<file path="config.mk">
export PLATFORM = sky130hd
export DESIGN_NAME = tcw_ctrl
export DESIGN_NICKNAME = d
export VERILOG_FILES = /design/src/tcw_pkg.sv /design/src/tcw_ctrl.sv
export VERILOG_INCLUDE_DIRS = /design/src /design/src/src
export SDC_FILE = /design/constraint.sdc
export NUM_CORES = 1
export LEC_CHECK = 0
export BUFFER_PORTS_ARGS = -buffer_cell sky130_fd_sc_hd__buf_2
export CAP_MARGIN = 20
export CORE_AREA = 2 2 39 41
export CTS_CLUSTER_DIAMETER = 30
export CTS_CLUSTER_SIZE = 8
export DETAILED_ROUTE_END_ITERATION = 8
export DIE_AREA = 0 0 41 43
export PLACE_DENSITY = 0.66
export RECOVER_POWER = 25
export REMOVE_ABC_BUFFERS = 1
export SETUP_SLACK_MARGIN = 0.05
export SYNTH_ARGS = -nofsm -noshare
export SYNTH_HDL_FRONTEND = slang
export SYNTH_SLANG_ARGS = --single-unit
</file>
<file path="constraint.sdc">
create_clock -name clk -period 3.75 [get_ports clk]
set_input_delay 0.1875 -clock clk [delete_from_list [all_inputs] [get_ports clk]]
set_output_delay 0.1875 -clock clk [all_outputs]
set_load 0.05 [all_outputs]
</file>
<file path="src/text_console_writer_top_macros.svh">
// Assertion macros shared by the console writer modules.
`ifndef TEXT_CONSOLE_WRITER_TOP_MACROS_SVH
`define TEXT_CONSOLE_WRITER_TOP_MACROS_SVH

// Same-cycle implication, disabled while reset is held.
`define TCW_ASSERT_IMP(label, clk, rst_n, ante, cons, msg) \
  label: assert property (@(posedge clk) disable iff (!rst_n) (ante) |-> (cons)) \
    else $error(msg);

// Next-cycle implication, disabled while reset is held.
`define TCW_ASSERT_NXT(label, clk, rst_n, ante, cons, msg) \
  label: assert property (@(posedge clk) disable iff (!rst_n) (ante) |=> (cons)) \
    else $error(msg);

`endif

</file>
<file path="src/tcw_pkg.sv">
// Types, geometry and character codes of the text console writer.
package tcw_pkg;

  localparam int COLUMNS = 80;
  localparam int ROWS    = 25;

  localparam int ROW_W   = $clog2(ROWS);
  localparam int COL_W   = $clog2(COLUMNS + 1);
  localparam int CIDX_W  = $clog2(COLUMNS);
  localparam int ADDR_W  = $clog2(ROWS * COLUMNS);

  localparam int TAB_STEP = 4;
  localparam int TCNT_W   = $clog2(TAB_STEP + 1);

  localparam int CHAR_W      = 8;
  localparam int ATTR_W      = 8;
  localparam int CELL_W      = 16;
  localparam int READ_ROW_W  = 5;
  localparam int READ_COL_W  = 7;
  localparam int CUR_ROW_W   = 5;
  localparam int CUR_COL_W   = 7;

  localparam logic OP_PUT  = 1'b0;
  localparam logic OP_READ = 1'b1;

  localparam logic [CHAR_W-1:0] CH_NUL = 8'd0;
  localparam logic [CHAR_W-1:0] CH_BS  = 8'd8;
  localparam logic [CHAR_W-1:0] CH_TAB = 8'd9;
  localparam logic [CHAR_W-1:0] CH_LF  = 8'd10;
  localparam logic [CHAR_W-1:0] CH_CR  = 8'd13;

  localparam logic [CHAR_W-1:0] BLANK_CHAR = 8'h20;
  localparam logic [ATTR_W-1:0] RESET_ATTR = 8'h07;

  typedef struct packed {
    logic                  opcode;
    logic [CHAR_W-1:0]     char_code;
    logic [READ_ROW_W-1:0] read_row;
    logic [READ_COL_W-1:0] read_col;
  } in_item_t;

  typedef struct packed {
    logic [CELL_W-1:0]    cell_word;
    logic [CUR_ROW_W-1:0] cursor_row;
    logic [CUR_COL_W-1:0] cursor_col;
  } out_item_t;

  typedef struct packed {
    logic clr_we;
    logic load;
    logic exec;
    logic sweep;
    logic tab;
    logic out_load;
  } ctrl_cmd_t;

  typedef struct packed {
    logic clr_last;
    logic need_scroll;
    logic need_wrap;
    logic need_tab;
    logic sweep_last;
    logic tab_last;
    logic item_lf;
  } dp_status_t;

endpackage

</file>
<file path="src/tcw_ctrl.sv">
// Sequencing state machine of the text console writer.
`include "text_console_writer_top_macros.svh"

module tcw_ctrl (
  input  logic                clk,
  input  logic                rst_n,
  input  logic                in_valid,
  output logic                in_stall,
  output logic                out_valid,
  input  logic                out_stall,
  input  tcw_pkg::dp_status_t status,
  output tcw_pkg::ctrl_cmd_t  cmd
);

  typedef enum logic [5:0] {
    ST_CLEAR  = 6'b000001,
    ST_IDLE   = 6'b000010,
    ST_EXEC   = 6'b000100,
    ST_SCROLL = 6'b001000,
    ST_TAB    = 6'b010000,
    ST_FINISH = 6'b100000
  } state_t;

  state_t state_r, state_nxt;
  logic   out_valid_r, out_valid_nxt;

  assign in_stall  = (state_r != ST_IDLE);
  assign out_valid = out_valid_r;

  always_comb begin
    state_nxt = state_r;
    cmd       = '0;
    case (state_r)
      ST_CLEAR: begin
        cmd.clr_we = 1'b1;
        if (status.clr_last) begin
          state_nxt = ST_IDLE;
        end
      end
      ST_IDLE: begin
        if (in_valid) begin
          cmd.load  = 1'b1;
          state_nxt = ST_EXEC;
        end
      end
      ST_EXEC: begin
        cmd.exec = 1'b1;
        if (status.need_scroll) begin
          state_nxt = ST_SCROLL;
        end else if (status.need_tab) begin
          state_nxt = ST_TAB;
        end else if (status.need_wrap) begin
          state_nxt = ST_EXEC;
        end else begin
          state_nxt = ST_FINISH;
        end
      end
      ST_SCROLL: begin
        cmd.sweep = 1'b1;
        if (status.sweep_last) begin
          state_nxt = status.item_lf ? ST_FINISH : ST_EXEC;
        end
      end
      ST_TAB: begin
        cmd.tab = 1'b1;
        if (status.tab_last) begin
          state_nxt = ST_FINISH;
        end
      end
      ST_FINISH: begin
        if (!out_valid_r || !out_stall) begin
          cmd.out_load = 1'b1;
          state_nxt    = ST_IDLE;
        end
      end
      default: begin
        state_nxt = ST_CLEAR;
      end
    endcase
  end

  always_comb begin
    if (cmd.out_load) begin
      out_valid_nxt = 1'b1;
    end else if (!out_stall) begin
      out_valid_nxt = 1'b0;
    end else begin
      out_valid_nxt = out_valid_r;
    end
  end

  always_ff @(posedge clk) begin
    if (!rst_n) begin
      state_r     <= ST_CLEAR;
      out_valid_r <= 1'b0;
    end else begin
      state_r     <= state_nxt;
      out_valid_r <= out_valid_nxt;
    end
  end

  `TCW_ASSERT_NXT(a_accept_starts_exec, clk, rst_n, in_valid && !in_stall, state_r == ST_EXEC, "accepted item did not start execution")
  `TCW_ASSERT_IMP(a_no_accept_in_clear, clk, rst_n, state_r == ST_CLEAR, in_stall && !cmd.load, "input taken during clearing pass")

endmodule

</file>
==> impl_metrics.csv <==
group,metric,value,unit
status,run_status,"finished clean",
cells_and_area,fin_util,39.42,%
cts,htree_num_levels,1,
routing,drt_iter0_drc,8,
logic_synthesis,synthFlopType,"dfxtp_1",
grt,first_global_vias,408,
critical_path,rr_worst_depth,4,
logic_synthesis,synth_edf_count,0,
grt,grt_max_degree,7,
timing,fin_crit_sh,57.37,%
critical_path,cp-start-kind,"register",
placement,gp_congestion,0.8014,
routing,routed_wirelength,1037,µm
timing,worst_slew_pin_slew,674.8,ps
timing,max_slew_margin,54.38,%
cts,clkTransAtPathRegs,50,ps
timing,slew_viol_final,0,
routing,vias,456,
timing,final.setup.tns,0,ps
critical_path,r2r-end,"state_r[5]",
logic_synthesis,syn_inst,52,
routing,wl_met1,459,µm
grt,overflow,0,
floorplanning,dieWidth,41,µm
flow_run,drv_cap,0,
floorplanning,start_util,30.47,%
placement,place_ws,1933,ps
power,p_leak,0.2274,nW
floorplanning,chipHeight,43,µm
cts,cts_buffers,3,
grt,track_usage,13.48,%
cts,cts_buffer_depth,2,
placement,hpwl,849.3,µm
critical_path,end_kind,"output pin",
grt,grt_pass1_wl,1614,µm
routing,met3_length,76,µm
logic_synthesis,yosysWarnings,0,
routing,via_per_inst,5.124,
critical_path,crit_type,"register to output pin",
cts,cts.sinks,7,
cells_and_area,layout_common_cells,"buf_2 (17), dfxtp_1 (7), nor2_1 (6), inv_1 (5), a21oi_1 (4)",
min_path,hp-class,"primary input to register",
routing,wl_per_cell,11.65,µm
critical_path,endpoint,"cmd[5]",
cells_and_area,final_nets,85,
floorplanning,die-area,1763,µm²
routing,first_pass_iters,4,
placement,portBuffers,18,
placement,place_area,524.3,µm²
routing,routed.top_layer,"met4",
cts,cts_resized,0,
cells_and_area,fin_area,545.5,µm²
power,total_power,0.2124,mW
critical_path,worst-path-max-fanout,6,
routing,drc_errors,0,
logic_synthesis,yosys.cell_types.count,25,
logic_synthesis,avgSynthCellArea,8.109,µm²
routing,antenna_left,0,
logic_synthesis,synth_seq_cells,7,
logic_synthesis,yosysSeqAreaShare,33.23,%
cts,post_cts_buffers,0,
cts,cts.root.buffer_cell,"clkbuf_4",
cells_and_area,n_fill_cell,153,
floorplanning,fp.coreArea,1384,µm²
grt,antenna_found_initial,0,
cells_and_area,area_growth,29.38,%
critical_path,timing.rr.start,"state_r[1]",
timing,setup_viol,0,
floorplanning,ios,19,
logic_synthesis,synth_area,421.7,µm²
critical_path,crit_start,"state_r[1]",
critical_path,critPathRequiredTime,3560,ps
cells_and_area,final_common_cell,"buf_2",
timing,fmax,0.4648,GHz
cts,clkLatencyLatePin,250,ps
power,power_density,389.3,nW/µm²
logic_synthesis,async_reset_ff_share,0,%
timing,skew,3.180,ps
critical_path,rrSetupSlack,1970,ps
critical_path,arrival,1960,ps
routing,met2_length,493,µm
cts,cts_tree,"built",
floorplanning,row_count,14,
cells_and_area,antenna_cells,0,
timing,period_needed,2151,ps
timing,setup_ws,1599,ps
timing,rsz0062_at_grt,"false",
cts,cts_hold_buf,0,
power,ir_worst_vdd,0.0001633,V
timing,hold_viol,0,
cells_and_area,drive_above_1_share,30.14,%
-- worst min path at each step --
stage / depth (start not counted) / slack, ps / startpoint / to
finish: 3 / 210 / out_stall / out_valid
global route: 3 / 210 / out_stall / out_valid
CTS: 3 / 200 / out_stall / out_valid
detailed placement: 3 / 470 / out_stall / out_valid
global placement: 3 / 460 / out_stall / out_valid
floorplan: 2 / 330 / status[5] / state_r[3]
-- cell usage after synthesis, types with 2 or more instances --
| master | number | area (µm²) |
|---|---|---|
| nand2b_1 | 2 | 12.51 |
| o21a_1 | 2 | 15.01 |
| nor3_1 | 2 | 10.01 |
| a21oi_1 | 4 | 20.02 |
| nor3b_1 | 3 | 22.52 |
| inv_1 | 5 | 18.77 |
| nor2_1 | 6 | 22.52 |
| dfxtp_1 | 7 | 140.1 |
| nand2_1 | 3 | 11.26 |
| a221oi_1 | 3 | 26.28 |
-- metal layers --
metal	track usage, %	vias to the layer above
met2	21.25	16
met3	6.283	2
met5	0	-
li1	-	240
met4	4.000	0
met1	15.53	198
-- logic make-up (layout without fill, tap and decap cells) --
family                 after synthesis  in the layout  share of synthesized area, %
AO/OA/AOI/OAI                       13             13                         21.37
flip-flops                           7              7                         33.23
AND/OR/NAND/NOR                     26             26                         39.17
buffers and inverters                6             27                         6.233
-- power by group --
group          internal [mW]  total, mW  switching, mW
sequential            0.0791     0.0848        0.00566
combinational         0.0199     0.0603         0.0404
clock                 0.0405     0.0673         0.0267
total                  0.140      0.212         0.0728
-- critical path, stage by stage, from the launching register on --
cell and delay [ps]:
dfxtp_1 340, or4_1 560, nor3b_1 450, buf_2 350
-- sequential cells by signal, indices dropped and copies added (netlist names) --
register	cells
out_valid	1
state_r	6
-- per-stage QoR --
stage / hold slack (ps) / instances
5_1_grt: 214.1 / 89
4_1_cts: 204.6 / 89
3_5_place_dp: 470.5 / 85
6_report: 208.0 / 89
2_1_floorplan: 328.0 / 51
3_3_place_gp: 463.9 / 85
-- final cells by class --
| type | count | area (µm²) | share of cell area, % |
|---|---|---|---|
| multi-input cells | 39 | 251.5 | 46.10 |
| clock buffers | 4 | 26.28 | 4.817 |
| flip-flops and latches | 7 | 140.1 | 25.69 |
| inverters | 5 | 18.77 | 3.440 |
| well taps | 16 | 20.02 | 3.670 |
| repair buffers | 18 | 88.84 | 16.28 |
Power figures use the tool's default switching activity.
